<file path="config.mk">
export PLATFORM = sky130hd
export DESIGN_NAME = hcbp_out_queue
export DESIGN_NICKNAME = d
export VERILOG_FILES = /design/src/hdl/hcbp_pkg.sv /design/src/hdl/hcbp_out_queue.sv
export SDC_FILE = /design/constraint.sdc
export NUM_CORES = 1
export LEC_CHECK = 0
export ABC_AREA = 1
export BUFFER_PORTS_ARGS = -buffer_cell sky130_fd_sc_hd__buf_2
export CELL_PAD_IN_SITES_DETAIL_PLACEMENT = 0
export CELL_PAD_IN_SITES_GLOBAL_PLACEMENT = 2
export CORE_MARGIN = 2
export CORE_UTILIZATION = 27
export DETAILED_ROUTE_END_ITERATION = 16
export PLACE_DENSITY = 0.77
export REMOVE_ABC_BUFFERS = 1
export SYNTH_ARGS = -nofsm -noshare
export SYNTH_HDL_FRONTEND = slang
export SYNTH_SLANG_ARGS = --single-unit
</file>
<file path="constraint.sdc">
create_clock -name aclk -period 1.8 [get_ports aclk]
set_clock_uncertainty 0.1 [all_clocks]
set_input_delay 0.18 -clock aclk [delete_from_list [all_inputs] [get_ports aclk]]
set_output_delay 0.18 -clock aclk [all_outputs]
set_load 0.02 [all_outputs]
</file>
<file path="src/hdl/hcbp_pkg.sv">
// Shared types and constants for the Huffman code bit packer.
package hcbp_pkg;

    // Function codes carried on the input channel
    localparam logic [1:0] FUNC_LOAD   = 2'd0;
    localparam logic [1:0] FUNC_ENCODE = 2'd1;
    localparam logic [1:0] FUNC_FLUSH  = 2'd2;

    localparam int CODE_MAX = 32;
    localparam int LEN_CAP  = (CODE_MAX < 32) ? CODE_MAX : 32;

    localparam int CODE_W  = 32;
    localparam int LEN_W   = 6;
    localparam int BYTE_W  = 8;
    localparam int MAX_OUT = 4;
    localparam int BURST_W = MAX_OUT * BYTE_W;
    localparam int NCNT_W  = 3;   // holds 0..MAX_OUT
    localparam int PCNT_W  = 3;   // pending bit count 0..7
    localparam int PBIT_W  = 7;   // pending bits, at most seven

    typedef struct packed {
        logic [1:0]        func;
        logic [7:0]        symbol;
        logic [CODE_W-1:0] code_value;
        logic [LEN_W-1:0]  code_length;
    } s_item_t;

    typedef struct packed {
        logic [BYTE_W-1:0] packed_byte;
        logic              is_last;
    } m_item_t;

    // One table entry: capped length and raw code bits
    typedef struct packed {
        logic [LEN_W-1:0]  length;
        logic [CODE_W-1:0] code;
    } code_entry_t;

    // Item waiting in the lookup stage
    typedef struct packed {
        logic [1:0] func;
        logic       sym_ok;
    } stage_info_t;

    // Bytes produced by one item, first byte in the top bits
    typedef struct packed {
        logic [BURST_W-1:0] bytes;
        logic [NCNT_W-1:0]  count;
        logic               last;
    } burst_t;

endpackage

</file>
<file path="src/hdl/hcbp_out_queue.sv">
// Output stage: holds up to four bytes and hands them out one per transfer.
module hcbp_out_queue
    import hcbp_pkg::*;
(
    input  logic    aclk,
    input  logic    aresetn,
    input  logic    load,
    input  burst_t  burst,
    output logic    free,
    output logic    m_valid,
    input  logic    m_ready,
    output m_item_t m_item
);

    logic [BURST_W-1:0] bytes_reg, bytes_next;
    logic [NCNT_W-1:0]  count_reg, count_next;
    logic               last_reg, last_next;
    logic               take;

    assign m_valid            = (count_reg != '0);
    assign take               = m_valid && m_ready;
    assign free               = (count_reg == '0) || ((count_reg == NCNT_W'(1)) && m_ready);
    assign m_item.packed_byte = bytes_reg[BURST_W-1 -: BYTE_W];
    assign m_item.is_last     = last_reg && (count_reg == NCNT_W'(1));

    always_comb begin
        bytes_next = bytes_reg;
        count_next = count_reg;
        last_next  = last_reg;
        if (load) begin
            bytes_next = burst.bytes;
            count_next = burst.count;
            last_next  = burst.last;
        end else if (take) begin
            // advance to the next byte
            bytes_next = bytes_reg << BYTE_W;
            count_next = count_reg - NCNT_W'(1);
        end
    end

    always_ff @(posedge aclk) begin
        if (!aresetn) begin
            count_reg <= '0;
        end else begin
            count_reg <= count_next;
        end
    end

    always_ff @(posedge aclk) begin
        bytes_reg <= bytes_next;
        last_reg  <= last_next;
    end

endmodule

</file>
[Word level (Yosys, flattened, before mapping)]
Cells that the tools add are included.
Operators by class
  $add $sub $neg: 1
  multipliers: 0
  divide/modulo/power cells: 0
  order comparisons: 0
  equality and inequality tests: 1
  shift operators: 0
  muxes and demuxes: 4
  bitwise gates (word level): 0
  reductions and logical operators: 7
Operator list (count)
  $mux W32: 2
  $mux W3: 2
  $eq A3 B1 Y1 const B: 1
  $logic_and A1 B1 Y1: 3
  $logic_not A3 Y1: 1
  $reduce_bool A3 Y1: 1
  $sub A3 B1 Y3 const B: 1
  $reduce_bool A2 Y1: 1
  $logic_or A1 B1 Y1: 1
Storage, ports and cells
  bits in registers: 36
  latch bits: 0
  RAM bits: 0
  bits in read-only memories: 0
  input bits: 40
  output and inout bits: 11
  word-level logic and storage cells: 16
  memories kept: 0

[Longest topological paths before layout]
  word-level depth: 4
  mapped depth: 7
  gate-level depth less buffers: 7

[Worst setup path before layout]
No wires, ideal clock.
  path kind: flip-flop to flip-flop
  start point: register count_reg[0]
  end point: register bytes_reg[0] (enable)
  setup time: 389 ps
  arrival time: 1527 ps
  required time: 1311 ps
  setup slack: -216 ps
  stages on the path, launching flop included: 6
  path buffers: 0
  period minus slack after synthesis: 2016 ps
  cell sequence: dfxtp_1 > inv_1 > ha_1 > nand2_4 > nand2_4 > nand2_1
On the way
  cells in the longest elaborated chain, start to end: 3
RTL lines
  from (decl): line hcbp_out_queue.sv:16  | logic [NCNT_W-1:0] count_reg, count_next;
  from (signal assigned): line hcbp_out_queue.sv:45  | count_reg <= count_next;
  $reduce_bool A3 Y1: line hcbp_out_queue.sv:20  | assign m_valid = (count_reg != '0);
  net m_valid: line hcbp_out_queue.sv:10  | output logic m_valid,
  $logic_and A1 B1 Y1: line hcbp_out_queue.sv:21  | assign take = m_valid && m_ready;
  $reduce_bool A2 Y1 (no line)
  to (signal assigned): line hcbp_out_queue.sv:50  | bytes_reg <= bytes_next;
  to (decl): line hcbp_out_queue.sv:15  | logic [BURST_W-1:0] bytes_reg, bytes_next;
The timed path passes the listed nets, and every way through them passes these cells.
A chain may end at the register's enable or synchronous reset.

[Worst setup path after layout]
  start point: register count_reg[0]
  end point: register bytes_reg[29] (enable)
On the way
  cells in the longest elaborated chain, start to end: 3
RTL lines (line)
  $reduce_bool A3 Y1: hcbp_out_queue.sv:20
  $logic_and A1 B1 Y1: hcbp_out_queue.sv:21
  $reduce_bool A2 Y1 (no line)
Every way passes these cells.

==> summary.md <==
| Metric | Value |
|---|---|
| Outcome | `complete, no violations` |
| Setup WS post-layout | `approximately 0.25 ns` |
| Vias in the first global route | `approximately 1200` |
| Final WL | `roughly 2900 µm` |
| # fillers | `between 600 and 700` |
| Pin count of the biggest net entering global routing | `26` |
| Pre-CTS setup slack | `roughly 0.25 ns` |
| Wirelength per Cell | `a little under 10 µm` |
| Post-CTS Setup Bufs | `0` |
| Clock Latency Late Sink | `around 0.28 ns` |
| Worst Max-Slew Pin Slew | `about 0.27 ns` |
| Grt total ovfl | `0` |
| LEAKAGE | `~1.0 nW` |
| Final count of hold timing violations | `0` |
| Fmax | `about 0.64 GHz` |
| Hold Crit Class | `in -> reg` |
| Worst r2r path cells | `6` |
| Critical Path Sink | `bytes_reg[29]` |
| CP endpoint kind | `flip-flop` |
| Final Net Count | `around 260` |
| RD Place Congestion | `approximately 0.63` |
| Hpwl dp | `about 2100 µm` |
| CP arrival | `1.44 ns` |
| CP Max Fanout | `24` |
| Crit path launch type | `flip-flop` |
| 1st-pass router iterations | `4` |
| Drc violations | `0` |
| R2R Setup Slk | `~0.25 ns` |
| TritonCTS buffer count | `5` |
| Core outline area | `~6000 µm²` |
| Max FFs per register | `32` |
| FF-to-FF Start | `count_reg[0]` |
| Via count | `1170` |
| Setup violators final | `0` |
| Clk sink count | `36` |
| Post-route ant nets | `0` |
| Cell area after synthesis | `~1700 µm²` |
| Warnings from Yosys | `0` |
| Synth-to-layout area growth | `22.24%` |
| Total area of sequential cells | `1051 µm²` |
| Clock transition at path regs | `approximately 0.07 ns` |
| Max-slew headroom | `81.88%` |
| Maximum VDD drop | `~0.4 mV` |
| Most common cell after layout, fill and taps aside | `nand2_1` |
| Clock Tree Buf Depth | `2` |
| Post-synthesis cell type count | `18` |
| Port bufs | `50` |
| First-pass GRT wire length | `5168 µm` |
| FP Rows | `28` |
| Mean Syn Cell Area | `about 9.8 µm²` |
| Sequential share of the synthesized area | `61.86%` |
| Final Critical Period | `about 1.6 ns` |
| Tot GR Track Use | `under 10%` |
| IO Count | `51` |
| Initial antenna violation count | `0` |
| Pwr Total | `2.030 mW` |
| Setup TNS | `0 ns` |
| # diodes | `0` |
| Worst Path Required | `between 1.5 and 2 ns` |
| Ratio of cells with drive above 1 in the final layout | `about 30%` |
| # H-tree levels | `2` |
| Via density | `just under 4` |
| Chip height | `~83 µm` |
| Cell count after synthesis | `between 150 and 200` |
| Area of the multi-input gates | `between 400 and 500 µm²` |
| Flops & latches, synth | `36` |
| Clk root buf | `clkbuf_8` |
| Initial core utilization | `between 20% and 30%` |
| Period Utilization, post-route | `86.21%` |
| End of the worst register-to-register path | `bytes_reg[29]` |
| CTS tree | `done` |
| RSZ-0062 raised after global routing | `no` |
| Chip Width | `between 80 and 90 µm` |
| Starting DRC count in detailed routing | `67` |
| DIE AREA | `6944 µm²` |
| Most frequent cells in the layout | `nand2_1, buf_2, edfxtp_1` |
| Worst setup startpoint | `count_reg[0]` |
| Max cap viols | `0` |
| Slew Limit Fails | `0` |
| PD cells | `977.3 nW/µm²` |
| WS Path Type | `reg -> reg` |
-- cells in the mapped netlist --
cell type	number	area [µm²]
inv_2	2	7.510
buf_2	2	10.01
inv_1	11	41.29
dfxtp_1	3	60.06
and3_1	1	6.260
ha_1	3	37.54
nand2_1	89	334.1
o21ai_1	1	5.000
o21ai_0	1	5.000
nor2_1	5	18.77
o21a_1	1	7.510
nand2_2	1	6.260
buf_6	5	56.30
buf_4	8	60.06
edfxtp_1	33	991.0
nand2_4	2	22.52
nand3_1	4	20.02
a21oi_1	2	10.01
-- power breakdown --
part | switching [mW] | leakage (nW) | internal [mW] | total [mW]
clock | 0.269 | 0.0552 | 0.411 | 0.680
sequential | 0.0222 | 0.365 | 1.03 | 1.05
combinational | 0.183 | 0.628 | 0.118 | 0.302
total | 0.475 | 1.05 | 1.56 | 2.03
-- routing by layer --
layer | routed length, µm | track usage, % | vias up | share of wire (%)
met1 | 1387 | 10.95 | 501 | 47
met5 | 0 | 0 | - | 0
met3 | 184 | 3.678 | 4 | 6.3
met4 | 38 | 4.024 | 0 | 1.3
met2 | 1331 | 15.10 | 34 | 45
li1 | - | - | 631 | -
-- critical path, cell delays in order (launching register included) --
cell     delay [ns]
dfxtp_1        0.37
inv_1          0.08
ha_1           0.23
nand2_4        0.09
nand2_4        0.07
nand2_1        0.13
buf_12         0.19
-- through the flow --
step	hold WS (ns)	area [µm²]	utilization, %	instances
6_report	0.04852	2077	34.67	297
5_1_grt	0.04612	2077	34.67	297
4_1_cts	0.03942	2077	34.67	297
3_5_place_dp	0.2610	1959	32.71	288
3_3_place_gp	0.2597	1959	32.71	288
2_1_floorplan	0.1789	1573	-	159
-- kinds of logic (layout without fill, tap and decap cells) --
family          after synthesis  count (layout)  synth area share (%)
simple gates                102             102                 24.01
buf+inv                      28              76                 10.31
compound gates                5               5                 1.620
flops                        36              36                 61.86
fa+ha+maj                     3               3                 2.209
-- layout make-up --
class / instances / area share [%]
multi-input combinational: 110 / 22.77
tap: 75 / 4.518
sequential: 36 / 50.60
timing repair buffer: 55 / 14.58
clock buffer: 6 / 3.494
clock inverter: 2 / 1.687
inverter: 13 / 2.349
-- worst min path at each step --
stage / cells after the start / slack (ns) / to / from
after floorplan: 0 / 0.18 / last_reg / burst[0]
after global placement: 1 / 0.26 / last_reg / burst[0]
after detailed placement: 1 / 0.26 / last_reg / burst[0]
after CTS: 3 / 0.04 / bytes_reg[5] / burst[9]
after global routing: 3 / 0.05 / bytes_reg[2] / burst[6]
final: 3 / 0.05 / bytes_reg[5] / burst[9]
-- timing repair --
item / 4_1_cts / 5_1_grt
endpoints found under the hold margin: 1 / 0
gates resized for setup: 0 / 0
hold buffers: 1 / 0
Power figures use the tool's default switching activity.
