**src/hdl/hcbp_pkg.sv**
```systemverilog
// Shared types and constants for the Huffman code bit packer.
package hcbp_pkg;

    // Function codes carried on the input channel
    localparam logic [1:0] FUNC_LOAD   = 2'd0;
    localparam logic [1:0] FUNC_ENCODE = 2'd1;
    localparam logic [1:0] FUNC_FLUSH  = 2'd2;

    localparam int CODE_MAX = 32;
    localparam int LEN_CAP  = (CODE_MAX < 32) ? CODE_MAX : 32;

    localparam int CODE_W  = 32;
    localparam int LEN_W   = 6;
    localparam int BYTE_W  = 8;
    localparam int MAX_OUT = 4;
    localparam int BURST_W = MAX_OUT * BYTE_W;
    localparam int NCNT_W  = 3;   // holds 0..MAX_OUT
    localparam int PCNT_W  = 3;   // pending bit count 0..7
    localparam int PBIT_W  = 7;   // pending bits, at most seven

    typedef struct packed {
        logic [1:0]        func;
        logic [7:0]        symbol;
        logic [CODE_W-1:0] code_value;
        logic [LEN_W-1:0]  code_length;
    } s_item_t;

    typedef struct packed {
        logic [BYTE_W-1:0] packed_byte;
        logic              is_last;
    } m_item_t;

    // One table entry: capped length and raw code bits
    typedef struct packed {
        logic [LEN_W-1:0]  length;
        logic [CODE_W-1:0] code;
    } code_entry_t;

    // Item waiting in the lookup stage
    typedef struct packed {
        logic [1:0] func;
        logic       sym_ok;
    } stage_info_t;

    // Bytes produced by one item, first byte in the top bits
    typedef struct packed {
        logic [BURST_W-1:0] bytes;
        logic [NCNT_W-1:0]  count;
        logic               last;
    } burst_t;

endpackage

```
**src/hdl/hcbp_packer.sv**
```systemverilog
// Bit packer: merges a looked-up code with the pending partial byte.
module hcbp_packer
    import hcbp_pkg::*;
(
    input  logic        aclk,
    input  logic        aresetn,
    input  stage_info_t info,
    input  code_entry_t entry,
    input  logic        advance,
    output burst_t      burst
);

    logic [PBIT_W-1:0] pend_bits_reg, pend_bits_next;
    logic [PCNT_W-1:0] pend_cnt_reg, pend_cnt_next;

    logic [CODE_W-1:0] code_mask;
    logic [CODE_W-1:0] code_bits;
    logic [38:0]       acc;
    logic [LEN_W-1:0]  cnt;
    logic [39:0]       aligned;
    logic [PBIT_W-1:0] rem_mask;
    logic [BYTE_W-1:0] flush_byte;

    always_comb begin
        code_mask  = CODE_W'((33'd1 << entry.length) - 33'd1);
        code_bits  = entry.code & code_mask;
        acc        = (39'(pend_bits_reg) << entry.length) | 39'(code_bits);
        cnt        = LEN_W'(pend_cnt_reg) + entry.length;
        // left-align so the oldest pending bit lands in bit 39
        aligned    = {1'b0, acc} << (6'd40 - cnt);
        rem_mask   = PBIT_W'((8'd1 << cnt[2:0]) - 8'd1);
        flush_byte = {1'b0, pend_bits_reg} << (4'd8 - {1'b0, pend_cnt_reg});
    end

    always_comb begin
        burst          = '0;
        pend_bits_next = pend_bits_reg;
        pend_cnt_next  = pend_cnt_reg;
        case (info.func)
            FUNC_ENCODE: begin
                if (info.sym_ok) begin
                    burst.bytes    = aligned[39:8];
                    burst.count    = cnt[5:3];
                    pend_bits_next = acc[PBIT_W-1:0] & rem_mask;
                    pend_cnt_next  = cnt[2:0];
                end
            end
            FUNC_FLUSH: begin
                burst.bytes    = {flush_byte, 24'd0};
                burst.count    = (pend_cnt_reg != '0) ? NCNT_W'(1) : '0;
                burst.last     = 1'b1;
                pend_bits_next = '0;
                pend_cnt_next  = '0;
            end
            default: begin
            end
        endcase
    end

    always_ff @(posedge aclk) begin
        if (!aresetn) begin
            pend_bits_reg <= '0;
            pend_cnt_reg  <= '0;
        end else if (advance) begin
            pend_bits_reg <= pend_bits_next;
            pend_cnt_reg  <= pend_cnt_next;
        end
    end

endmodule

```
**config.mk**
```make
export PLATFORM = sky130hd
export DESIGN_NAME = hcbp_packer
export DESIGN_NICKNAME = d
export VERILOG_FILES = /design/src/hdl/hcbp_pkg.sv /design/src/hdl/hcbp_packer.sv
export SDC_FILE = /design/constraint.sdc
export NUM_CORES = 1
export LEC_CHECK = 0
export BUFFER_PORTS_ARGS = -buffer_cell sky130_fd_sc_hd__buf_2
export CORE_MARGIN = 2
export CORE_UTILIZATION = 40
export DETAILED_ROUTE_END_ITERATION = 6
export GPL_TIMING_DRIVEN = 0
export SYNTH_ARGS = -nofsm -noshare
export SYNTH_HDL_FRONTEND = slang
export SYNTH_SLANG_ARGS = --single-unit
```
**constraint.sdc**
```tcl
create_clock -name aclk -period 14 [get_ports aclk]
set_input_delay 1.4 -clock aclk [delete_from_list [all_inputs] [get_ports aclk]]
set_output_delay 1.4 -clock aclk [all_outputs]
set_load 0.02 [all_outputs]
```
Word level (Yosys, flattened, before mapping)
Index checks and enable logic that the tools add are counted.

operators by class
  reductions and logical operators = 3
  shift-type cells = 5
  add/subtract/negate cells = 5
  bitwise logic cells = 3
  multiplexer cells = 8
  equal/unequal tests = 3

operator list
  cell                                                count
  case mux 35 bit (2 select lines)                    1
  << shifter 39 x 6 -> 40 bit                         1
  OR 39 x 32 -> 39 bit                                1
  << shifter 7 x 6 -> 39 bit                          1
  two-way mux 35 bit                                  1
  bitwise AND 32 bit                                  1
  << shifter 1 x 6 -> 32 bit, first input constant    1
  subtractor 32 x 1 -> 32 bit, second input constant  1
  case mux 7 bit (2 select lines)                     1
  << shifter 7 x 4 -> 8 bit                           1
  bitwise AND 7 bit                                   1
  two-way mux 7 bit                                   1
  << shifter 1 x 3 -> 7 bit, first input constant     1
  subtractor 7 x 1 -> 7 bit, second input constant    1
  adder 3 x 6 -> 6 bit                                1
  case mux 3 bit (2 select lines)                     1
  subtractor 6 bit, first input constant              1
  subtractor 4 x 3 -> 4 bit, first input constant     1
  two-way mux 3 bit                                   1
  AND reduction 3 bit                                 1
  nonzero test 3 bit                                  1
  == test 2 x 1 -> 1 bit, second input constant       1
  == test 2 bit, second input constant                1
  two-way mux 1 bit                                   2
  2 further kinds                                     2

word-level totals
  bits of input ports = 44
  flip-flop bits (word level) = 10
  output and inout bits = 36

Logic depth before layout (Yosys ltp)
  depth after elaboration = 7
  depth in mapped cells = 17
  mapped depth without buffers = 12

Least setup slack after synthesis
Ideal clock, no wire load.

  path kind = in2out
  start = in entry[32] (netlist bit)
  end = out burst[24] (netlist bit)
  stages on the path = 15
  path buffers = 7
  arrival = 5.839 ns
  path slack = 6.761 ns
  cell sequence = ha_1 -> clkbuf_1 -> inv_1 -> buf_1 -> clkbuf_1 -> clkbuf_1 -> ha_1 -> ha_1 -> clkbuf_1 -> clkbuf_1 -> clkbuf_1 -> nor2_1 -> a21oi_1 -> mux2i_1 -> a2111oi_0

RTL lines
  element             RTL line           source
  start: declaration  hcbp_packer.sv:8   input code_entry_t entry,
  end: declaration    hcbp_packer.sv:10  output burst_t burst

==> metrics.csv <==
metric,value,unit
Slew @ Worst Pin,1.14,ns
Gate Count Post-Synth,885,
post-cts gate resize count,0,
Finish-stage setup viols,0,
most repeated library cell on the critical path,clkbuf_1,
Worst Path Arrival,8.02,ns
DRC,0,
CTS max path bufs,2,
largest net degree at the start of global routing,12,
Reg-to-Reg Start,pend_cnt_reg[0],
RSZ-0062 raised after global routing,false,
TritonCTS clock tree,done,
Max Fclk,0.106,GHz
status,completed,
total number of vias,8662,
CTS H-tree depth,1,
Hold Buf Count CTS,0,
crit-path cells,"buf_2, ha_1, clkbuf_1, inv_1, buf_1, clkbuf_1, clkbuf_1, ha_1, ha_1, clkbuf_1, inv_1, clkbuf_1, clkbuf_1, clkbuf_1, a211oi_1, o31ai_1, o21ai_0, a211oi_1, buf_2",
total grt overflow,0,
chip width,130,um
critical path peak fanout,11,
Top Family by Delay on Critical Path,buffers and inverters,
total iterations of the first detailed-routing run,7,
number of flops mapped to enable cells by yosys,0,
CP required,12.60,ns
Yosys reg bits,10,
P_leak,2.66,nW
DRT iter0 DRCs,1627,
min Tclk post-route,9.42,ns
Clock Sinks,10,
"CTS clk-pin slew, worst paths",0.04,ns
final worst slack,4.58,ns
critical path's slowest cell,clkbuf_1,
DPL Wire Length,27100,um
layout cells sized above 1,19.0,%
Max Slew Vio Count,0,
synthesized area,6320,um2
Design Power,0.537,mW
HP Start,pend_cnt_reg[2],
Worst slew margin,23.2,%
max reg flops,7,
Wirelength per Cell,29.2,um
critical path launch point type,primary input,
clock latency on the worst-skew pair,0.23,ns
Layout area overhead,11.7,%
register area share after synthesis,3.17,%
vias in the first global route,7804,
most frequent cells in the layout,"buf_2 (93), nand2_1 (78), nor2_1 (72)",
Worst R2R Setup Slack,9.20,ns
# IOs,80,
DIE HEIGHT,130,um
Final GP Congestion,1.06,
clk_skew,0.00137,ns
Syn Nets,945,
Worst Path Buf+Inv,12,
clk root buf,clkbuf_16,
GRT Overall Usage,39.5,%
Worst Hold Class,flip-flop to flip-flop,
Yosys Warn Count,0,
max-cap violations,0,
Crit. End Element,primary output,
Peak VDD IR,0.0761,mV
Post-CTS Setup Inserts,0,
row cnt,45,
first-pass GRT wire length,49700,um
port bufs,77,
post-route ant nets,0,
Antenna diodes,0,
Core Region,15300,um2
Routed WL,34400,um
most common flop cell mapped by yosys,dfxtp_1,
asr flop ratio synth,0,%
Syn Area/Cell,7.14,um2
vias per cell,7.36,
Starting Density,41.3,%
Final Hold Fails,0,
nets@finish,1027,
die area,16800,um2
"commonest non-fill, non-tap cell in the layout",buf_2,
Tcrit/Tclk final,67.3,%
pre-CTS setup slack,5.01,ns
setup TNS,0,ns
Setup Crit Path Kind,primary input to primary output,
total CTS buffers,3,
power per cell area,76.0,nW/um2
crit path from,entry[32],
synth unique cells,108,
Critical Path Max Stage Delay,0.71,ns
initial antenna violation count,0,
==> cell usage after synthesis (11+ instances only) <==
cell / count / area share, %
nand2_1: 78 / 4.6
nor2_1: 72 / 4.3
o21ai_0: 52 / 4.1
a21oi_1: 47 / 3.7
clkbuf_1: 45 / 2.7
mux2i_1: 34 / 5.4
nand3_1: 22 / 1.7
nor3_1: 22 / 1.7
a211oi_1: 21 / 2.5
inv_1: 21 / 1.2
o22ai_1: 19 / 1.9
buf_2: 16 / 1.3
nor2b_1: 16 / 1.6
o211ai_1: 16 / 1.9
ha_1: 15 / 3.0
and3_1: 14 / 1.4
mux4_2: 14 / 5.0
nor4_1: 14 / 1.4
buf_6: 13 / 2.3
o21a_1: 13 / 1.5
a221oi_1: 12 / 1.7
and2_1: 12 / 1.2
o221ai_1: 12 / 1.7
a31oi_1: 11 / 1.1
mux2_2: 11 / 2.0
==> cell families after synthesis <==
kind of cell	count (synthesis)	synth area share, %
AO/OA/AOI/OAI	354	41.7
XOR/XNOR	10	1.62
adder cells (fa/ha/maj)	16	3.29
buffers and inverters	106	8.39
flip-flops	10	3.17
multiplexers	65	13.8
AND/OR/NAND/NOR	324	28.0
==> area by class of cell <==
| cell class | count | area (um2) |
|---|---|---|
| timing repair buffer | 77 | 385 |
| tap | 211 | 264 |
| sequential | 10 | 200 |
| inverter | 24 | 90.1 |
| clock buffer | 4 | 88.8 |
| buffer | 82 | 440 |
| fill | 1658 | 8260 |
| multi-input combinational | 769 | 5590 |
==> power by group <==
group,internal (mW),switching (mW),leakage [nW]
Combinational,0.146,0.304,2.54
Sequential,0.0296,0.00203,0.0810
Clock,0.0429,0.0127,0.0442
Total,0.218,0.319,2.66
==> worst register-to-register path: cells and delay by family (launching register included) <==
family / cells / cell delay, ns
AO/OA/AOI/OAI: 2 / 0.29
XOR/XNOR: 1 / 0.14
adder cells (fa/ha/maj): 4 / 1.20
buffers and inverters: 6 / 2.40
flip-flops: 1 / 0.42
AND/OR/NAND/NOR: 2 / 0.23
==> stage by stage <==
| stage | utilization [%] | area, um2 | hold WS (ns) | instances |
|---|---|---|---|---|
| floorplan | - | 6320 | 0.521 | 885 |
| global placement | 45.5 | 6970 | 0.603 | 1173 |
| detailed placement | 45.5 | 6970 | 0.612 | 1173 |
| CTS | 46.1 | 7060 | 0.620 | 1177 |
| global route | 46.1 | 7060 | 0.644 | 1177 |
| finish | 46.1 | 7060 | 0.609 | 1177 |
==> path summary, 6_finish.rpt <==
path / end / cells after the start
worst max register to register: pend_bits_reg[6] / 15
worst max-delay path: burst[32] / 19
worst min register to register: pend_cnt_reg[2] / 2
worst min-delay path: pend_cnt_reg[2] / 2
==> routing by layer <==
| metal | global-route usage, % | wire (um) | vias to the layer above |
|---|---|---|---|
| met5 | 0 | 0 | - |
| met4 | 14.0 | 1840 | 0 |
| met3 | 10.5 | 5010 | 142 |
| met2 | 57.3 | 13900 | 777 |
| met1 | 56.0 | 13600 | 4057 |
| li1 | - | - | 3686 |
Power figures use the tool's default switching activity.
